File: config.mk
export PLATFORM = sky130hd
export DESIGN_NAME = sled_motion_tracker_unit
export DESIGN_NICKNAME = d
export VERILOG_FILES = /design/src/rtl/core/smt_pkg.sv /design/src/rtl/core/sled_motion_tracker_unit.sv /design/src/rtl/core/smt_front.sv /design/src/rtl/core/smt_rslt_q.sv /design/src/rtl/core/smt_back.sv
export SDC_FILE = /design/constraint.sdc
export NUM_CORES = 1
export LEC_CHECK = 0
export ABC_AREA = 1
export BUFFER_PORTS_ARGS = -buffer_cell sky130_fd_sc_hd__buf_4
export CAP_MARGIN = 10
export CORE_ASPECT_RATIO = 1.5
export CORE_MARGIN = 2
export CORE_UTILIZATION = 60
export DETAILED_ROUTE_END_ITERATION = 6
export PLACE_DENSITY = 0.86
export SLEW_MARGIN = 15
export SYNTH_ARGS = -nofsm -noshare
export SYNTH_HDL_FRONTEND = slang
export SYNTH_HIERARCHICAL = 1
export SYNTH_SLANG_ARGS = --single-unit
File: constraint.sdc
create_clock -name clk -period 12.1 [get_ports clk]
set_input_delay 1.21 -clock clk [delete_from_list [all_inputs] [get_ports clk]]
set_output_delay 1.21 -clock clk [all_outputs]
set_load 0.005 [all_outputs]
File: src/rtl/core/smt_pkg.sv
// shared types and constants of the sled motion tracker
package smt_pkg;

	// request codes on the input side
	localparam logic [1:0] REQ_EDGE   = 2'd0;
	localparam logic [1:0] REQ_TICK   = 2'd1;
	localparam logic [1:0] REQ_STATUS = 2'd2;

	// queue sizing between the parts
	localparam int QUEUE_DEPTH = 4;
	localparam int PTR_W       = $clog2(QUEUE_DEPTH);
	localparam int CNT_W       = $clog2(QUEUE_DEPTH + 1);

	// angle and turn arithmetic
	localparam int ANGLE_W    = 12;
	localparam int WORD_W     = 32;
	localparam int TURN_W     = WORD_W - ANGLE_W;
	localparam int DIFF_W     = ANGLE_W + 1;
	localparam int STEP_W     = ANGLE_W + 2;
	localparam int HALF_TURN  = 2048;
	localparam int FULL_TURN  = 4096;

	// classified command kinds
	typedef enum logic [1:0] {
		CMD_EDGE,
		CMD_TICK,
		CMD_STATUS
	} cmd_kind_t;

	// indicator modes
	typedef enum logic [1:0] {
		LED_FAIL    = 2'd0,
		LED_CONTACT = 2'd1,
		LED_FREE    = 2'd2
	} led_t;

	// command passed from front to back
	typedef struct packed {
		cmd_kind_t            kind;
		logic                 up;
		logic                 touching;
		logic [ANGLE_W-1:0]   angle;
		logic                 ok;
	} cmd_t;

	// snapshot item
	typedef struct packed {
		logic                 side;
		logic [WORD_W-1:0]    move_delta;
		logic [WORD_W-1:0]    turn_delta;
		logic [WORD_W-1:0]    move_abs;
		logic [WORD_W-1:0]    turn_abs;
		logic [WORD_W-1:0]    msg_number;
		led_t                 led;
	} rslt_t;

	// handshake between front and back
	typedef struct packed {
		logic valid;
		cmd_t cmd;
	} cmd_link_t;

endpackage

File: src/rtl/core/sled_motion_tracker_unit.sv
// top level of the sled motion tracker
// Tracks one locomotion sled: encoder edges step the absolute position (and the
// move delta while the contact pin is low), send ticks unwrap the 12-bit angle
// into a 32-bit turn position, accumulate the turn delta in contact and queue one
// snapshot, and send status items clear both deltas or flag a failed send. Items
// are accepted one per clock whenever full is low; a front queue of four commands
// feeds the state-update stage, which retires one command per clock unless a tick
// finds the result queue full. A result queue of four snapshots decouples pop and
// drives the result ports from its head, and the back end stalls a tick only when
// that queue is full. Request code 3 is dropped at the input. rail_side is written
// through cfg_valid/cfg_data (cfg_ready is always high); the user must write it
// only while idle, as the block itself does not enforce this.
module sled_motion_tracker_unit import smt_pkg::*; (
	input  logic                     clk,
	input  logic                     arst_n,
	input  logic                     push,
	output logic                     full,
	input  logic [1:0]               req_type,
	input  logic                     dir_level,
	input  logic                     contact_level,
	input  logic [ANGLE_W-1:0]       raw_angle,
	input  logic                     send_ok,
	output logic                     empty,
	input  logic                     pop,
	output logic                     side_out,
	output logic signed [WORD_W-1:0] move_delta_out,
	output logic signed [WORD_W-1:0] turn_delta_out,
	output logic signed [WORD_W-1:0] move_abs_out,
	output logic signed [WORD_W-1:0] turn_abs_out,
	output logic [WORD_W-1:0]        msg_number,
	output logic [1:0]               indicator,
	input  logic                     cfg_valid,
	output logic                     cfg_ready,
	input  logic                     cfg_data
);

	logic      rail_side_q;
	cmd_link_t link;
	logic      cmd_pop;
	logic      rq_full;
	logic      rq_wr;
	rslt_t     rq_wdata;
	rslt_t     rq_rdata;

	// configuration register
	assign cfg_ready = 1'b1;
	always_ff @(posedge clk or negedge arst_n) begin
		if (!arst_n) begin
			rail_side_q <= 1'b0;
		end else if (cfg_valid && cfg_ready) begin
			rail_side_q <= cfg_data;
		end
	end

	smt_front u_front (
		.clk           (clk),
		.arst_n        (arst_n),
		.push          (push),
		.full          (full),
		.req_type      (req_type),
		.dir_level     (dir_level),
		.contact_level (contact_level),
		.raw_angle     (raw_angle),
		.send_ok       (send_ok),
		.link          (link),
		.cmd_pop       (cmd_pop)
	);

	smt_back u_back (
		.clk     (clk),
		.arst_n  (arst_n),
		.link    (link),
		.cmd_pop (cmd_pop),
		.side    (rail_side_q),
		.rq_full (rq_full),
		.rq_wr   (rq_wr),
		.rq_data (rq_wdata)
	);

	smt_rslt_q u_rslt_q (
		.clk     (clk),
		.arst_n  (arst_n),
		.wr_en   (rq_wr),
		.wr_data (rq_wdata),
		.q_full  (rq_full),
		.pop     (pop),
		.empty   (empty),
		.rd_data (rq_rdata)
	);

	// result fields from the head of the queue
	assign side_out       = rq_rdata.side;
	assign move_delta_out = $signed(rq_rdata.move_delta);
	assign turn_delta_out = $signed(rq_rdata.turn_delta);
	assign move_abs_out   = $signed(rq_rdata.move_abs);
	assign turn_abs_out   = $signed(rq_rdata.turn_abs);
	assign msg_number     = rq_rdata.msg_number;
	assign indicator      = rq_rdata.led;

endmodule

File: src/rtl/core/smt_front.sv
// front end: accepts items, classifies them and queues commands for the back end
module smt_front import smt_pkg::*; (
	input  logic               clk,
	input  logic               arst_n,
	input  logic               push,
	output logic               full,
	input  logic [1:0]         req_type,
	input  logic               dir_level,
	input  logic               contact_level,
	input  logic [ANGLE_W-1:0] raw_angle,
	input  logic               send_ok,
	output cmd_link_t          link,
	input  logic               cmd_pop
);

	cmd_t             mem_q [QUEUE_DEPTH];
	logic [PTR_W-1:0] wr_ptr_q;
	logic [PTR_W-1:0] rd_ptr_q;
	logic [CNT_W-1:0] count_q;
	cmd_t             cmd_in;
	logic             known;
	logic             wr_en;
	logic             rd_en;

	// classify the incoming item
	always_comb begin
		cmd_in.up       = dir_level;
		cmd_in.touching = ~contact_level;
		cmd_in.angle    = raw_angle;
		cmd_in.ok       = send_ok;
		cmd_in.kind     = CMD_EDGE;
		known           = 1'b1;
		case (req_type)
			REQ_EDGE:   cmd_in.kind = CMD_EDGE;
			REQ_TICK:   cmd_in.kind = CMD_TICK;
			REQ_STATUS: cmd_in.kind = CMD_STATUS;
			default:    known = 1'b0;
		endcase
	end

	assign full  = (count_q == CNT_W'(QUEUE_DEPTH));
	assign wr_en = push & ~full & known;
	assign rd_en = cmd_pop & link.valid;

	assign link.valid = (count_q != '0);
	assign link.cmd   = mem_q[rd_ptr_q];

	// queue pointers and fill count
	always_ff @(posedge clk or negedge arst_n) begin
		if (!arst_n) begin
			wr_ptr_q <= '0;
			rd_ptr_q <= '0;
			count_q  <= '0;
		end else begin
			if (wr_en) wr_ptr_q <= wr_ptr_q + PTR_W'(1);
			if (rd_en) rd_ptr_q <= rd_ptr_q + PTR_W'(1);
			if (wr_en && !rd_en) count_q <= count_q + CNT_W'(1);
			else if (!wr_en && rd_en) count_q <= count_q - CNT_W'(1);
		end
	end

	// queue storage
	always_ff @(posedge clk) begin
		if (wr_en) mem_q[wr_ptr_q] <= cmd_in;
	end

endmodule

File: src/rtl/core/smt_rslt_q.sv
// result queue holding snapshots until they are popped
module smt_rslt_q import smt_pkg::*; (
	input  logic  clk,
	input  logic  arst_n,
	input  logic  wr_en,
	input  rslt_t wr_data,
	output logic  q_full,
	input  logic  pop,
	output logic  empty,
	output rslt_t rd_data
);

	rslt_t            mem_q [QUEUE_DEPTH];
	logic [PTR_W-1:0] wr_ptr_q;
	logic [PTR_W-1:0] rd_ptr_q;
	logic [CNT_W-1:0] count_q;
	logic             do_wr;
	logic             do_rd;

	assign q_full  = (count_q == CNT_W'(QUEUE_DEPTH));
	assign empty   = (count_q == '0);
	assign do_wr   = wr_en & ~q_full;
	assign do_rd   = pop & ~empty;
	assign rd_data = mem_q[rd_ptr_q];

	// pointers and fill count
	always_ff @(posedge clk or negedge arst_n) begin
		if (!arst_n) begin
			wr_ptr_q <= '0;
			rd_ptr_q <= '0;
			count_q  <= '0;
		end else begin
			if (do_wr) wr_ptr_q <= wr_ptr_q + PTR_W'(1);
			if (do_rd) rd_ptr_q <= rd_ptr_q + PTR_W'(1);
			if (do_wr && !do_rd) count_q <= count_q + CNT_W'(1);
			else if (!do_wr && do_rd) count_q <= count_q - CNT_W'(1);
		end
	end

	// storage
	always_ff @(posedge clk) begin
		if (do_wr) mem_q[wr_ptr_q] <= wr_data;
	end

endmodule

File: src/rtl/core/smt_back.sv
// back end: tracker state, angle unwrapping and snapshot generation
module smt_back import smt_pkg::*; (
	input  logic      clk,
	input  logic      arst_n,
	input  cmd_link_t link,
	output logic      cmd_pop,
	input  logic      side,
	input  logic      rq_full,
	output logic      rq_wr,
	output rslt_t     rq_data
);

	logic [WORD_W-1:0]  move_abs_q;
	logic [WORD_W-1:0]  move_delta_q;
	logic [WORD_W-1:0]  turn_delta_q;
	logic [WORD_W-1:0]  seq_q;
	logic [TURN_W-1:0]  turn_count_q;
	logic [ANGLE_W-1:0] prev_angle_q;
	logic               first_seen_q;
	led_t               led_q;

	logic signed [DIFF_W-1:0] diff;
	logic                     wrap_up;
	logic                     wrap_dn;
	logic signed [STEP_W-1:0] step;
	logic [TURN_W-1:0]        turn_count_nxt;
	logic [WORD_W-1:0]        turn_delta_nxt;
	led_t                     led_tick;
	logic [WORD_W-1:0]        move_step;
	logic                     is_tick;
	logic                     go;

	// take a command unless it is a tick and the result queue has no room
	assign is_tick = (link.cmd.kind == CMD_TICK);
	assign go      = link.valid & (~is_tick | ~rq_full);
	assign cmd_pop = go;
	assign rq_wr   = go & is_tick;

	// half-turn unwrap: turn-delta step is the old angle less the new, less whole turns crossed
	always_comb begin
		diff    = $signed({1'b0, prev_angle_q}) - $signed({1'b0, link.cmd.angle});
		wrap_up = first_seen_q & (diff > DIFF_W'(HALF_TURN));
		wrap_dn = first_seen_q & (diff < -DIFF_W'(HALF_TURN));
		if (!first_seen_q) step = '0;
		else if (wrap_up) step = STEP_W'(diff) - STEP_W'(FULL_TURN);
		else if (wrap_dn) step = STEP_W'(diff) + STEP_W'(FULL_TURN);
		else step = STEP_W'(diff);
		if (wrap_up) turn_count_nxt = turn_count_q + TURN_W'(1);
		else if (wrap_dn) turn_count_nxt = turn_count_q - TURN_W'(1);
		else turn_count_nxt = turn_count_q;
		if (link.cmd.touching) turn_delta_nxt = turn_delta_q + WORD_W'(step);
		else turn_delta_nxt = turn_delta_q;
	end

	// indicator update on a tick
	always_comb begin
		led_tick = led_q;
		if (link.cmd.touching) begin
			if (led_q == LED_FREE) led_tick = LED_CONTACT;
		end else begin
			if (led_q == LED_CONTACT) led_tick = LED_FREE;
		end
	end

	assign move_step = link.cmd.up ? WORD_W'(1) : '1;

	// snapshot contents
	always_comb begin
		rq_data.side       = side;
		rq_data.move_delta = move_delta_q;
		rq_data.turn_delta = turn_delta_nxt;
		rq_data.move_abs   = move_abs_q;
		rq_data.turn_abs   = {turn_count_nxt, link.cmd.angle};
		rq_data.msg_number = seq_q;
		rq_data.led        = led_tick;
	end

	// tracker state
	always_ff @(posedge clk or negedge arst_n) begin
		if (!arst_n) begin
			move_abs_q   <= '0;
			move_delta_q <= '0;
			turn_delta_q <= '0;
			seq_q        <= '0;
			turn_count_q <= '0;
			prev_angle_q <= '0;
			first_seen_q <= 1'b0;
			led_q        <= LED_CONTACT;
		end else if (go) begin
			case (link.cmd.kind)
				CMD_EDGE: begin
					move_abs_q <= move_abs_q + move_step;
					if (link.cmd.touching) move_delta_q <= move_delta_q + move_step;
				end
				CMD_TICK: begin
					turn_count_q <= turn_count_nxt;
					prev_angle_q <= link.cmd.angle;
					first_seen_q <= 1'b1;
					turn_delta_q <= turn_delta_nxt;
					led_q        <= led_tick;
					seq_q        <= seq_q + WORD_W'(1);
				end
				CMD_STATUS: begin
					if (link.cmd.ok) begin
						if (led_q == LED_FAIL) led_q <= LED_CONTACT;
						move_delta_q <= '0;
						turn_delta_q <= '0;
					end else begin
						led_q <= LED_FAIL;
					end
				end
				default: begin
				end
			endcase
		end
	end

endmodule
==> flow_summary.yaml <==
timing:
  final_worst_clock_skew_ns: 0.0234
  final_number_of_max_transition_violations: 0
  layout_setup_ws_ns: 5.55
  fmax_ghz: 0.153
  timing_worst_slew_pin_value_ns: 1.13
  setup_repair_after_global_routing_missed_its_margin: "false"
  max-slew-margin-rel_pct: 24.8
  finalWorstPathRequiredPeriod_ns: 6.55
  fin_tns_setup_ns: 0
  fin_crit_sh_pct: 54.1
  finalHoldViolCount: 0
  finalSetupViolCount: 0
clocking:
  cts_htree_levels: 3
  cts_sinks: 898
  cts_root_buffer: "sky130_fd_sc_hd__clkbuf_16"
  tritoncts.num_buffers: 80
  clkTransAtPathRegs_ns: 0.06
  cts.repair.resized: 0
  hold_buffers: 0
  post_cts_setup_buffer_count: 0
  cts.path.max_buffers: 3
  clkLatencyLatePin_ns: 0.64
  cts_tree: "yes"
worst_setup_path:
  required_arrival_time_at_the_worst_endpoint_ns: 12.67
  timing.critical_path.slowest_stage_cell: "sky130_fd_sc_hd__inv_2"
  critical_path.endpoint_type: "flop"
  worstSetupPathDepth: 31
  reg2reg_depth: 31
  crit_type: "flop to flop"
  crit_buf_inv: 4
  max_stage_delay_ns: 0.81
  critical_path.startpoint_type: "flop"
  critPathMostFrequentCell: "sky130_fd_sc_hd__nand2_1"
  worst-path-max-fanout: 69
  worst-endpoint-arrival_ns: 7.12
  critPathTopFamily: "simple AND/OR/NAND/NOR gates"
global_route:
  overflow: 0
  wire_length_of_the_first_global_routing_pass_um: 152000
  grt_start_max_net_pins: 215
  grt_pass1_vias: 29600
  grt_antenna_before_repair: 0
  gr-usage-all-layers_pct: 26.0
detailed_routing:
  detail_route.wl_per_cell_um: 18.1
  first_iter_violations: 2371
  dr.pass1.iters: 6
  drt_drc_violations_left: 0
  detail-route-antenna-nets: 0
  detail_route.vias_per_cell: 5.63
  routed-via-count: 30100
  finalWirelength_um: 96400
floorplan:
  die_h_um: 332
  coreArea_um2: 71200
  initial_cell_density_of_the_core_pct: 60.4
  io_pins: 189
  die_w_um: 223
  fp.dieArea_um2: 73800
  core.rowCount: 120
yosys:
  seq_area_frac_synth_pct: 60.7
  synthCells: 4230
  synth-warning-count: 6
  synth_nets: 4376
  synth_enable_flop_cells: 720
  synth_flop_cell: "sky130_fd_sc_hd__edfxtp_1"
  synth.lib_cells_used.distinct: 56
  ffs_latches_synth: 898
  post_synth.cell_area_avg_um2: 10.2
  synth.cell_area_um2: 43000
  synth_async_sr_flop_share_pct: 19.8
placed_design:
  dpl_worst_slack_ns: 5.58
  detailed_place.area_um2: 45000
  io_buffer_count: 187
  routabilityCongestion: 0.908
  dp_hpwl_um: 62300
layout:
  layout-drive-gt1-share_pct: 9.15
  syn2layout_area_growth_pct: 11.1
  seq_area_um2: 26100
  layout.cell_area.non_filler_um2: 47800
  n_fill_cell: 5249
  layout.cells.most_common_list: "sky130_fd_sc_hd__nand2_1, sky130_fd_sc_hd__edfxtp_1, sky130_fd_sc_hd__inv_1"
  diodes: 0
  layout.nets: 4504
  multi_input_area_um2: 13800
  mostFrequentLayoutCell: "sky130_fd_sc_hd__nand2_1"
outcome:
  outcome: "finished clean"
job:
  cap_viol_max_count: 0
hold_path:
  hold_class: "flop to flop"
  whs_path_depth: 2
==> layer usage <==
layer | share of wire, % | global-route usage (%) | vias up
li1 | - | - | 14600
met1 | 39 | 30.2 | 14500
met2 | 54 | 48.3 | 773
met3 | 4.4 | 3.12 | 201
met4 | 3.4 | 11.0 | 0
met5 | 0 | 0 | -
==> registers in the layout (all words and copies together) (netlist names), 12 cells and up <==
signal               cells
u_back/turn_count_q     20
u_back/move_abs_q       32
u_back/prev_angle_q     12
u_front/mem_q           68
u_back/move_delta_q     32
u_back/seq_q            32
u_rslt_q/mem_q         652
u_back/turn_delta_q     32
==> final timing paths <==
path / startpoint / end / slack [ns]
worst min-delay path: u_back/prev_angle_q[2] / u_back/prev_angle_q[2] / 0.49
worst max-delay path: u_front/rd_ptr_q[0] / u_back/turn_delta_q[26] / 5.55
worst min register to register: u_back/prev_angle_q[2] / u_back/prev_angle_q[2] / 0.49
max in group asynchronous: arst_n / u_rslt_q/rd_ptr_q[1] / 10.02
worst max register to register: u_front/rd_ptr_q[0] / u_back/turn_delta_q[26] / 5.55
min in group asynchronous: arst_n / u_back/turn_delta_q[21] / 0.63
==> cell type report <==
class | instances | share of cell area (%)
clock buffer | 97 | 4.52
inverter | 605 | 4.78
clock inverter | 53 | 1.26
tap | 915 | 2.40
timing repair buffer | 218 | 3.46
multi-input combinational | 2555 | 29.0
sequential | 898 | 54.6
==> kinds of logic after synthesis <==
kind of cell	after synthesis	share of synthesized area [%]
other	1	0.00872
adder cells (fa/ha/maj)	123	3.69
AND/OR/NAND/NOR	1546	14.4
XOR/XNOR	115	2.34
flip-flops	898	60.7
AO/OA/AOI/OAI	770	11.6
buffers and inverters	777	7.22
==> per-stage QoR <==
| step | utilization, % | std cells | hold WS, ns |
|---|---|---|---|
| 2_1_floorplan | - | 4230 | 0.442 |
| 3_3_place_gp | 63.2 | 5191 | 0.472 |
| 3_5_place_dp | 63.2 | 5191 | 0.485 |
| 4_1_cts | 67.1 | 5341 | 0.500 |
| 5_1_grt | 67.1 | 5341 | 0.515 |
| 6_report | 67.1 | 5341 | 0.491 |
==> worst register-to-register path, delay by kind of cell, from the launching register on <==
| kind | cells | cell delay, ns |
|---|---|---|
| buffers and inverters | 4 | 1.24 |
| AO/OA/AOI/OAI | 7 | 1.43 |
| flip-flops | 1 | 0.41 |
| adder cells (fa/ha/maj) | 4 | 1.46 |
| AND/OR/NAND/NOR | 16 | 1.94 |
==> Yosys cell counts (all sizes together) (14+ instances only) <==
master  count  share of area [%]
a21oi     143                1.7
a31oi      15               0.22
buf       104                1.3
clkbuf     68               0.59
dfrtp     177                 10
edfxtp    720                 50
ha        117                3.4
inv       601                5.2
nand2    1164                 10
nand3     100                1.2
nand4      31               0.47
nor2      192                1.7
nor3       30               0.39
nor4       14               0.25
o211ai    365                6.5
o21ai     190                2.2
o22ai      15               0.26
xnor2      48               0.98
xor2       67                1.4
Power is not shown: default switching activity piles up to over one toggle a cycle in this logic, so the estimate is an artifact.
